--- src/hdl/scs_pkg.sv ---
// Shared types and constants of the session connection block.
package scs_pkg;

   localparam int SESSION_BITS = 64;
   localparam int SESSION_W    = 64;
   localparam int SEQ_W        = 32;
   localparam int TTL_W        = 27;

   typedef enum logic [2:0] {
      OP_PACKET     = 3'd0,
      OP_DATA       = 3'd1,
      OP_CONNECT    = 3'd2,
      OP_DISCONNECT = 3'd3,
      OP_REVIVE     = 3'd4
   } op_type;

   typedef enum logic [2:0] {
      ST_CLOSED          = 3'd0,
      ST_CONNECT_SENT    = 3'd1,
      ST_ESTABLISHED     = 3'd2,
      ST_DISCONNECT_SENT = 3'd3,
      ST_REVIVE_SENT     = 3'd4,
      ST_DISCONNECTED    = 3'd5
   } conn_state_type;

   typedef struct packed {
      logic [2:0]           operation;
      logic                 rx_accept;
      logic                 rx_ack_flag;
      logic                 rx_connect_flag;
      logic                 rx_revive_flag;
      logic [SEQ_W-1:0]     rx_seq;
      logic [SEQ_W-1:0]     rx_ack;
      logic [TTL_W-1:0]     rx_ttl;
      logic [SESSION_W-1:0] rx_session;
   } req_type;

   typedef struct packed {
      logic                 send_valid;
      logic                 tx_ack_flag;
      logic                 tx_connect_flag;
      logic                 tx_revive_flag;
      logic [SEQ_W-1:0]     tx_seq;
      logic [SEQ_W-1:0]     tx_ack;
      logic [SESSION_W-1:0] tx_session;
      logic [2:0]           link_state;
      logic                 established;
      logic [TTL_W-1:0]     lifetime;
      logic                 revive_rejected;
   } rsp_type;

endpackage

--- src/hdl/scs_ifs.sv ---
// Valid/ready channel interfaces for request and response items.
interface scs_req_if;
   import scs_pkg::*;
   logic    valid;
   logic    ready;
   req_type payload;
   modport source (output valid, output payload, input ready);
   modport sink (input valid, input payload, output ready);
endinterface

interface scs_rsp_if;
   import scs_pkg::*;
   logic    valid;
   logic    ready;
   rsp_type payload;
   modport source (output valid, output payload, input ready);
   modport sink (input valid, input payload, output ready);
endinterface

--- src/hdl/scs_core.sv ---
// Connection state registers and the per-item step logic.
module scs_core (
   input  logic            clock,
   input  logic            reset,
   input  logic            fire,
   input  scs_pkg::req_type item,
   output scs_pkg::rsp_type result
);
   import scs_pkg::*;

   conn_state_type          state_ff, state_in;
   logic [SEQ_W-1:0]        next_seq_ff, next_seq_in;
   logic [SEQ_W-1:0]        last_ack_ff, last_ack_in;
   logic [SESSION_BITS-1:0] session_ff, session_in;
   logic [TTL_W-1:0]        ttl_ff, ttl_in;

   logic ack_only;
   logic seq_match;

   always_ff @(posedge clock) begin
      if (reset) begin
         state_ff    <= ST_CLOSED;
         next_seq_ff <= '0;
         last_ack_ff <= '0;
         session_ff  <= '0;
         ttl_ff      <= '0;
      end else if (fire) begin
         state_ff    <= state_in;
         next_seq_ff <= next_seq_in;
         last_ack_ff <= last_ack_in;
         session_ff  <= session_in;
         ttl_ff      <= ttl_in;
      end
   end

   assign ack_only  = item.rx_ack_flag && !item.rx_connect_flag && !item.rx_revive_flag;
   assign seq_match = item.rx_ack == next_seq_ff;

   always_comb begin
      state_in    = state_ff;
      next_seq_in = next_seq_ff;
      last_ack_in = last_ack_ff;
      session_in  = session_ff;
      ttl_in      = ttl_ff;
      result      = '0;
      unique case (item.operation) inside
         OP_PACKET: begin
            unique case (state_ff) inside
               ST_CONNECT_SENT: begin
                  if (item.rx_accept) begin
                     ttl_in      = item.rx_ttl;
                     session_in  = item.rx_session[SESSION_BITS-1:0];
                     next_seq_in = item.rx_seq + SEQ_W'(1);
                     last_ack_in = item.rx_seq;
                     state_in    = ST_ESTABLISHED;
                  end
               end
               ST_ESTABLISHED, ST_DISCONNECT_SENT: begin
                  if (ack_only && seq_match) begin
                     next_seq_in = next_seq_ff + SEQ_W'(1);
                     last_ack_in = item.rx_seq;
                     ttl_in      = item.rx_ttl;
                     state_in    = (state_ff == ST_ESTABLISHED) ? ST_ESTABLISHED
                                                                : ST_DISCONNECTED;
                  end
               end
               ST_REVIVE_SENT: begin
                  if (!item.rx_accept) begin
                     // peer refused the revive: drop the link
                     state_in               = ST_DISCONNECTED;
                     result.revive_rejected = 1'b1;
                  end else if (ack_only && seq_match) begin
                     next_seq_in = next_seq_ff + SEQ_W'(1);
                     last_ack_in = item.rx_seq;
                     ttl_in      = item.rx_ttl;
                     state_in    = ST_ESTABLISHED;
                  end
               end
               default: begin
               end
            endcase
         end
         OP_DATA, OP_DISCONNECT: begin
            if (state_ff == ST_ESTABLISHED) begin
               result.send_valid  = 1'b1;
               result.tx_ack_flag = 1'b1;
               result.tx_seq      = next_seq_ff;
               result.tx_ack      = last_ack_ff;
               result.tx_session  = SESSION_W'(session_ff);
               if (item.operation == OP_DISCONNECT) begin
                  result.tx_connect_flag = 1'b1;
                  result.tx_revive_flag  = 1'b1;
                  state_in               = ST_DISCONNECT_SENT;
               end
            end
         end
         OP_CONNECT: begin
            if (state_ff == ST_CLOSED) begin
               result.send_valid      = 1'b1;
               result.tx_connect_flag = 1'b1;
               state_in               = ST_CONNECT_SENT;
            end
         end
         OP_REVIVE: begin
            if (state_ff == ST_DISCONNECTED) begin
               result.send_valid     = 1'b1;
               result.tx_ack_flag    = 1'b1;
               result.tx_revive_flag = 1'b1;
               result.tx_seq         = next_seq_ff;
               result.tx_ack         = last_ack_ff;
               result.tx_session     = SESSION_W'(session_ff);
               state_in              = ST_REVIVE_SENT;
            end
         end
         default: begin
         end
      endcase
      result.link_state  = state_in;
      result.established = state_in == ST_ESTABLISHED;
      result.lifetime    = ttl_in;
   end

endmodule

--- src/hdl/session_connection_fsm.sv ---
// Top level of the session connection block: input and result registers around the step.
//
//  channel   | dir | handshake          | payload
//  req_chan  | in  | valid/ready        | operation, rx_ flags, rx_seq, rx_ack, rx_ttl, rx_session
//  rsp_chan  | out | valid/ready        | send_valid, tx_ fields, link_state, lifetime, ...
//
// One item per cycle sustained while rsp_chan is ready.
// The step runs between the input register and the result register and
// updates the connection state as the item moves into the result register.
// Synchronous reset returns to closed with all numbers zero.
// A stalled result holds the input register; a new item is still taken as
// long as the input register empties in the same cycle.
module session_connection_fsm (
   input  logic      clock,
   input  logic      reset,
   scs_req_if.sink   req_chan,
   scs_rsp_if.source rsp_chan
);
   import scs_pkg::*;

   logic    in_valid_ff, in_valid_in;
   req_type in_ff;
   logic    out_valid_ff, out_valid_in;
   rsp_type out_ff;
   rsp_type step_result;
   logic    advance;
   logic    req_fire;

   assign advance        = in_valid_ff && (!out_valid_ff || rsp_chan.ready);
   assign req_chan.ready = !in_valid_ff || advance;
   assign req_fire       = req_chan.valid && req_chan.ready;

   assign in_valid_in  = req_fire ? 1'b1 : (advance ? 1'b0 : in_valid_ff);
   assign out_valid_in = advance ? 1'b1 : (rsp_chan.ready ? 1'b0 : out_valid_ff);

   always_ff @(posedge clock) begin
      if (reset) begin
         in_valid_ff  <= 1'b0;
         out_valid_ff <= 1'b0;
      end else begin
         in_valid_ff  <= in_valid_in;
         out_valid_ff <= out_valid_in;
      end
   end

   always_ff @(posedge clock) begin
      if (req_fire) begin
         in_ff <= req_chan.payload;
      end
      if (advance) begin
         out_ff <= step_result;
      end
   end

   scs_core u_core (
      .clock  (clock),
      .reset  (reset),
      .fire   (advance),
      .item   (in_ff),
      .result (step_result)
   );

   assign rsp_chan.valid   = out_valid_ff;
   assign rsp_chan.payload = out_ff;

   a_advance_fills: assert property (@(posedge clock) disable iff (reset)
      advance |=> out_valid_ff)
      else $error("result register not filled after advance");

   a_no_overrun: assert property (@(posedge clock) disable iff (reset)
      req_fire |-> (!in_valid_ff || advance))
      else $error("item taken while input register still held");

   a_reject_state: assert property (@(posedge clock) disable iff (reset)
      (out_valid_ff && out_ff.revive_rejected) |->
         (out_ff.link_state == ST_DISCONNECTED && !out_ff.send_valid))
      else $error("revive rejection without disconnect");

   a_idle_header: assert property (@(posedge clock) disable iff (reset)
      (out_valid_ff && !out_ff.send_valid) |->
         (out_ff.tx_seq == '0 && out_ff.tx_session == '0 && !out_ff.tx_connect_flag))
      else $error("header fields set on refused request");

endmodule
--- src/flat_wrapper.sv ---
// flat-port wrapper written by rule: the top's interface ports become plain ports
module session_connection_fsm_flat import scs_pkg::*;
  (clock, reset, req_chan_valid, req_chan_payload, req_chan_ready, rsp_chan_valid, rsp_chan_payload, rsp_chan_ready);
  scs_req_if req_chan_i ();
  scs_rsp_if rsp_chan_i ();
  input  logic clock;
  input  logic reset;
  input wire logic [$bits(req_chan_i.valid)-1:0] req_chan_valid;
  input wire logic [$bits(req_chan_i.payload)-1:0] req_chan_payload;
  output wire logic [$bits(req_chan_i.ready)-1:0] req_chan_ready;
  output wire logic [$bits(rsp_chan_i.valid)-1:0] rsp_chan_valid;
  output wire logic [$bits(rsp_chan_i.payload)-1:0] rsp_chan_payload;
  input wire logic [$bits(rsp_chan_i.ready)-1:0] rsp_chan_ready;
  assign req_chan_i.valid = req_chan_valid;
  assign req_chan_i.payload = req_chan_payload;
  assign req_chan_ready = req_chan_i.ready;
  assign rsp_chan_valid = rsp_chan_i.valid;
  assign rsp_chan_payload = rsp_chan_i.payload;
  assign rsp_chan_i.ready = rsp_chan_ready;
  session_connection_fsm u_core (.clock(clock), .reset(reset), .req_chan(req_chan_i), .rsp_chan(rsp_chan_i));
endmodule
--- config.mk ---
export PLATFORM = sky130hd
export DESIGN_NAME = session_connection_fsm_flat
export DESIGN_NICKNAME = d
export VERILOG_FILES = /design/src/hdl/scs_pkg.sv /design/src/hdl/scs_ifs.sv /design/src/hdl/scs_core.sv /design/src/hdl/session_connection_fsm.sv /design/src/flat_wrapper.sv
export SDC_FILE = /design/constraint.sdc
export NUM_CORES = 1
export LEC_CHECK = 0
export BUFFER_PORTS_ARGS = -buffer_cell sky130_fd_sc_hd__buf_2
export CORE_ASPECT_RATIO = 0.7
export CORE_MARGIN = 2
export CORE_UTILIZATION = 50
export CTS_CLUSTER_SIZE = 20
export DETAILED_ROUTE_END_ITERATION = 8
export GPL_ROUTABILITY_DRIVEN = 1
export HOLD_SLACK_MARGIN = 0.1
export PLACE_DENSITY = 0.76
export SYNTH_ARGS = -nofsm -noshare
export SYNTH_HDL_FRONTEND = slang
export SYNTH_HIERARCHICAL = 1
export SYNTH_SLANG_ARGS = --single-unit
--- constraint.sdc ---
create_clock -name clock -period 3.7 [get_ports clock]
set_input_delay 0.37 -clock clock [delete_from_list [all_inputs] [get_ports clock]]
set_output_delay 0.37 -clock clock [all_outputs]
set_load 0.01 [all_outputs]
==> impl_metrics.toml, run 1 <==
[synth]
synthFlopType = "edfxtp_1"
ys_top_cells_by_area = "edfxtp_1, dfxtp_1, nand2_1"
synth-seq-area-share_pct = 70.5
syn_area_per_cell_um2 = 12.4
synth_top_area_share_pct = 53.1
ys_ff_latch = 486
synth_edf_count = 326
synthCells = 1491
synth_warnings = 6
synth_top_cell_by_area = "edfxtp_1"
synth_cell_types = 66
synthArstFlopShare_pct = 0
netlist_area_mm2 = 0.0184
syn_nets = 1658

[final_layout]
layout-drive-gt1-share_pct = 23.8
mostFrequentLayoutCells = "buf_2, edfxtp_1, nand2_1"
syn2layout_area_growth_pct = 29.5
fin_nets = 2142
final_common_cell = "buf_2"

[hold_path]
worstHoldStart = "rsp_chan_ready"
holdPathStages = 3
hold_class = "in -> reg"
hold_end = "u_core/in_valid_ff"

[placement]
portBuffers = 331
gp_congestion = 0.864
hpwl_mm = 29.9

[critical_path]
regToRegStartpoint = "u_core/u_core/state_ff[2]"
critical_path_cell_count = 8
r2r_cells = 8
critPathCaptureType = "flop"
r2r_setup_slack_ns = 0.36
worstPathMaxFanout = 13
path_cells = "nand2b_1 > nand3_1 > a22oi_2 > or4b_1 > nor2_1 > nand3_2 > or4_1 > o221ai_1"
path_class = "reg -> reg"
cp.buffers_inverters = 0
critPathRequiredTime_ns = 4.17
cp.arrival_ns = 3.81
startpoint_type = "flop"
worst_path_max_delay_cell = "or4b_1"
cp_top_family = "simple AND/OR/NAND/NOR gates"
cp_slowest_stage_delay_ns = 0.58
reg2reg_to = "u_core/u_core/next_seq_ff[29]"

[timing]
hold_viol = 0
fin_hold_ws_ns = 0.136
setup_viol_count_final = 0
slew_headroom_pct = 36.3
skew_ns = 0.0268
slew_violations = 0
fin_crit_sh_pct = 90.3
rsz0062_at_grt = "false"
setup_tns_ns = 0
worst_pin_slew_ns = 0.955
max_freq_mhz = 299
min_period_ns = 3.34

[power]
pwr-share-seq_pct = 52.8
power_density_mw_per_mm2 = 481
power.switching_mw = 2.41
intPower_mw = 9.08
comb_power_share_pct = 5.2
p_leak_nw = 8.90
netSwitchingFraction_pct = 21.0
clockPowerShare_pct = 42.0
max-vdd-ir-drop_v = 0.000404

[global_routing]
grt_max_degree = 168
grt_overflow = 0
grt_pass1_wl_mm = 73.4
grt_pass1_vias = 13000
grt_use_total_pct = 24.9
antenna_found_initial = 2

[clocking]
clock_latency_ns = 0.56
postCtsSetupBuffers = 0
clock_sinks = 486
worst_setup_hold_path_clk_slew_ns = 0.06
clk_path_buf_depth = 3
ctsResizeCount = 0
htreeDepth = 2
postCtsHoldBufs = 163
cts_inserted_buffers = 45
cts_tree = "built"
cts_root_buffer = "clkbuf_16"

[outcome]
status = "complete, no violations"

[route]
vias_per_cell = 5.27
drt-initial-drc-count = 1169
wirelength_mm = 48.9
drt_pass1_iterations = 6
wl_per_cell_um = 19.6
drc_errors = 0
drtAntennaViolNets = 0
vias = 13200

[floorplan]
start_util_pct = 51.0
boundaryPins = 332
fp.dieW_um = 234
fp.dieArea_mm2 = 0.0385
die_y_um = 165
rows = 58
core_mm2 = 0.0361

[run]
cap_violations = 0
-- cell families after synthesis --
logic type	count (synthesis)	synth area share, %
xor+xnor	50	2.37
mux	45	2.64
simple gates	591	15.7
fa+ha+maj	1	0.0678
compound gates	226	6.81
flops	486	70.5
buf+inv	92	1.95
-- Yosys cell counts (16+ instances only) --
master      n
a21oi_1   159
and2_1    138
clkbuf_1   67
dfxtp_1   160
edfxtp_1  326
mux2_2     29
mux2i_1    16
nand2_1   315
nand3_1    27
nor2_1     31
o21ai_0    17
xnor2_1    44
-- flip-flops by register name, summed over array words and instances (netlist names) --
signal	cells
u_core/in_ff	162
u_core/u_core/state_ff	3
u_core/u_core/next_seq_ff	32
u_core/u_core/last_ack_ff	32
u_core/u_core/session_ff	64
u_core/rsp_chan.valid	1
u_core/u_core/ttl_ff	27
u_core/rsp_chan.payload	164
u_core/in_valid_ff	1
-- worst reg2reg max path: cells and delay by family, from the launching register on --
kind | cells | cell delay (ns)
DFF | 1 | 0.43
AOI/OAI and AO/OA | 2 | 0.32
and+or+nand+nor | 6 | 2.52
-- how the worst max path moves through the flow --
stage | startpoint | end
2_1_floorplan | rsp_chan_ready | u_core/u_core/last_ack_ff[24]
5_1_grt | u_core/u_core/state_ff[2] | u_core/u_core/next_seq_ff[29]
6_report | u_core/u_core/state_ff[2] | u_core/u_core/next_seq_ff[29]
3_3_place_gp | u_core/u_core/state_ff[2] | u_core/u_core/next_seq_ff[29]
4_1_cts | u_core/u_core/state_ff[2] | u_core/u_core/next_seq_ff[29]
3_5_place_dp | u_core/u_core/state_ff[2] | u_core/u_core/next_seq_ff[29]
-- metrics by stage --
stage	utilization, %	cell area, um^2	std cells	power (mW)	worst slack (ns)
finish	66.1	23900	2494	11.5	0.360
global route	66.1	23900	2494	11.8	0.143
CTS	66.1	23900	2492	11.6	0.431
detailed placement	57.3	20700	2245	6.63	0.448
global placement	57.3	20700	2245	6.63	0.543
floorplan	-	18400	1491	6.37	0.502
-- power groups by stage --
stage / clock network [mW] / logic [mW] / registers, mW
after global placement: 0 / 0.447 / 6.18
after detailed placement: 0 / 0.452 / 6.18
final: 4.83 / 0.598 / 6.07
after floorplan: 0 / 0.173 / 6.19
after global routing: 5.11 / 0.643 / 6.08
after CTS: 4.90 / 0.593 / 6.07
-- metal layers --
metal	part of all wire [%]	GRT usage [%]	vias to the layer above
li1	-	-	6194
met1	42	34.7	6285
met2	46	38.9	590
met3	8.8	6.08	82
met4	2.7	7.83	0
met5	0	0	-
-- layout make-up --
type | count | area [um^2]
diodes | 2 | 5.00
clock buffers | 64 | 1300
fillers | 2604 | 12300
well taps | 480 | 601
repair buffers | 522 | 3590
multi-input cells | 913 | 5120
flip-flops and latches | 486 | 13000
inverters | 7 | 26.3
clock inverters | 20 | 239
Note: power is estimated with default switching activity, not from simulation.
==> inputs of run 2 (changes only) <==
--- a/config.mk
+++ b/config.mk
@@ -5,15 +5,17 @@
 export SDC_FILE = /design/constraint.sdc
 export NUM_CORES = 1
 export LEC_CHECK = 0
+export ABC_AREA = 1
 export BUFFER_PORTS_ARGS = -buffer_cell sky130_fd_sc_hd__buf_2
 export CORE_ASPECT_RATIO = 0.7
-export CORE_MARGIN = 2
+export CORE_MARGIN = 5
 export CORE_UTILIZATION = 50
 export CTS_CLUSTER_SIZE = 20
 export DETAILED_ROUTE_END_ITERATION = 8
 export GPL_ROUTABILITY_DRIVEN = 1
 export HOLD_SLACK_MARGIN = 0.1
-export PLACE_DENSITY = 0.76
+export PLACE_DENSITY = 0.75
+export SKIP_CTS_REPAIR_TIMING = 1
 export SYNTH_ARGS = -nofsm -noshare
 export SYNTH_HDL_FRONTEND = slang
 export SYNTH_HIERARCHICAL = 1
==> impl_metrics.toml, run 2 <==
[outcome]
status = "complete, no violations"

[clocking]
clock_latency_ns = 0.56
clock_sinks = 486
htreeDepth = 2
cts_inserted_buffers = 46
worst_setup_hold_path_clk_slew_ns = 0.07
cts_root_buffer = "clkbuf_16"
cts_tree = "built"
clk_path_buf_depth = 3

[synth]
synthArstFlopShare_pct = 0
synthFlopType = "edfxtp_1"
synth_cell_types = 36
syn_nets = 2135
ys_ff_latch = 486
synth-seq-area-share_pct = 66.7
synth_edf_count = 326
synth_top_area_share_pct = 50.3
netlist_area_mm2 = 0.0195
synth_top_cells_by_count = "nand2_1, edfxtp_1, nor2_1"
synth_warnings = 6
syn_area_per_cell_um2 = 9.89
synth_top_cell_by_area = "edfxtp_1"
synthCells = 1968
yosysMostFrequentCell = "nand2_1"
ys_top_cells_by_area = "edfxtp_1, dfxtp_1, nand2_1"

[final_layout]
fin_nets = 2616
fillers = 2997
final_common_cell = "nand2_1"
syn2layout_area_growth_pct = 27.4
largest_reg_flops = 164
layout-drive-gt1-share_pct = 19.1
mostFrequentLayoutCells = "nand2_1, buf_2, edfxtp_1"
stdcell_count = 3015

[floorplan]
core_mm2 = 0.0384
die_y_um = 175
boundaryPins = 332
fp.dieW_um = 246
start_util_pct = 50.7
rows = 60
fp.dieArea_mm2 = 0.0430

[critical_path]
critPathCaptureType = "flop"
startpoint_type = "flop"
r2r_setup_slack_ns = 0.45
path_class = "reg -> reg"
worstPathMaxFanout = 27
reg2reg_to = "u_core/u_core/ttl_ff[26]"
cp.arrival_ns = 3.71
r2r_cells = 12
regToRegStartpoint = "u_core/u_core/next_seq_ff[9]"
critPathRequiredTime_ns = 4.15

[global_routing]
antenna_found_initial = 2
grt_pass1_wl_mm = 80.9
grt_overflow = 0
grt_use_total_pct = 24.0
grt_max_degree = 172
grt_pass1_vias = 14000

[placement]
portBuffers = 331
pre_cts_slack_ns = 0.652
hpwl_mm = 37.0
dpl.cell_count = 2765
gp_congestion = 1.02

[timing]
fin_ws_ns = 0.445
fin_crit_sh_pct = 88.0
setup_viol_count_final = 0
min_period_ns = 3.25
max_freq_mhz = 307
hold_viol = 0
skew_ns = 0.0146
worst_pin_slew_ns = 1.01
rsz0062_at_grt = "false"
slew_headroom_pct = 32.9
setup_tns_ns = 0
slew_violations = 0

[route]
drt-initial-drc-count = 1709
drc_errors = 0
vias = 15500
vias_per_cell = 5.15
drt_pass1_iterations = 5
drtAntennaViolNets = 0
wl_per_cell_um = 18.8
wirelength_mm = 56.5

[hold_path]
hold_class = "in -> reg"
holdPathStages = 4
hold_end = "u_core/rsp_chan.valid"
worstHoldStart = "rsp_chan_ready"

[run]
cap_violations = 0

[power]
max-vdd-ir-drop_v = 0.000421
power.total_mw = 11.9
power_density_mw_per_mm2 = 479
p_leak_nw = 10.2
## run 2: cell types whose count changed in the layout (fill, tap and decap cells not counted), sizes merged, moves of 28 or more
| cell | change |
|---|---|
| and2 | -137 |
| nand3 | +56 |
| o21ai | +121 |
| nand2 | +117 |
| nor2 | +260 |
| inv | +253 |
| a21oi | -28 |
| mux2 | -29 |
| xnor2 | -32 |
## run 2: metrics by stage
stage / hold slack [ns] / util (%) / area (um^2)
finish: 0.176 / 64.5 / 24800
CTS: -0.0485 / 60.3 / 23200
global placement: 0.438 / 56.3 / 21600
floorplan: 0.430 / - / 19600
detailed placement: 0.441 / 56.3 / 21600
global route: 0.183 / 64.5 / 24800
## run 2: worst max-delay path by stage
stage / from / end / slack, ns / depth (start not counted)
final: u_core/u_core/next_seq_ff[9] / u_core/u_core/ttl_ff[26] / 0.45 / 12
after global routing: u_core/u_core/next_seq_ff[9] / u_core/u_core/ttl_ff[26] / 0.20 / 12
after CTS: u_core/u_core/next_seq_ff[9] / u_core/u_core/ttl_ff[26] / 0.60 / 12
after detailed placement: u_core/in_ff[103] / u_core/u_core/ttl_ff[22] / 0.65 / 12
after global placement: u_core/in_ff[103] / u_core/u_core/ttl_ff[23] / 0.70 / 12
after floorplan: rsp_chan_ready / u_core/u_core/next_seq_ff[20] / -0.63 / 10
## run 2: layer usage
layer	track usage, %	vias up	share of wire [%]
met3	5.55	80	8.8
met2	35.5	769	45
met1	36.7	7307	44
met4	4.44	2	1.7
met5	0	-	0.023
li1	-	7363	-
## run 2: cell families (layout without fill, tap and decap cells)
logic type | count (synthesis) | count (layout) | share of synthesized area (%)
AOI/OAI and AO/OA | 283 | 283 | 7.45
xor gates and xnor gates | 23 | 23 | 1.03
adders and majority gates | 1 | 1 | 0.0643
buffers and inverters | 339 | 857 | 6.99
DFF | 486 | 486 | 66.7
other | 0 | 2 | 0
and+or+nand+nor | 836 | 836 | 17.7
## run 2: final cells by class
type,instances,area (um^2),share of cell area [%]
sequential,486,13000,52.4
multi-input combinational,1143,5140,20.7
antenna,2,5.00,0.0202
tap,527,659,2.66
clock buffer,63,1300,5.23
timing repair buffer,512,3490,14.1
clock inverter,22,234,0.943
inverter,260,986,3.97
## run 2: critical path: stages, from the launching register on
cell and delay, ns:
dfxtp_1 0.47, xnor2_1 0.20, nand2_1 0.11, nor2_1 0.36
nand2_1 0.09, nor2_1 0.28, nand3_1 0.37, nand3_2 0.48
nand2_4 0.33, nand2_1 0.21, nand3_1 0.10, nand2_1 0.10
inv_1 0.04
## run 2: where the power goes
| part | switching, mW | internal [mW] |
|---|---|---|
| registers | 0.0990 | 6.02 |
| clock network | 2.11 | 2.71 |
| logic | 0.579 | 0.373 |
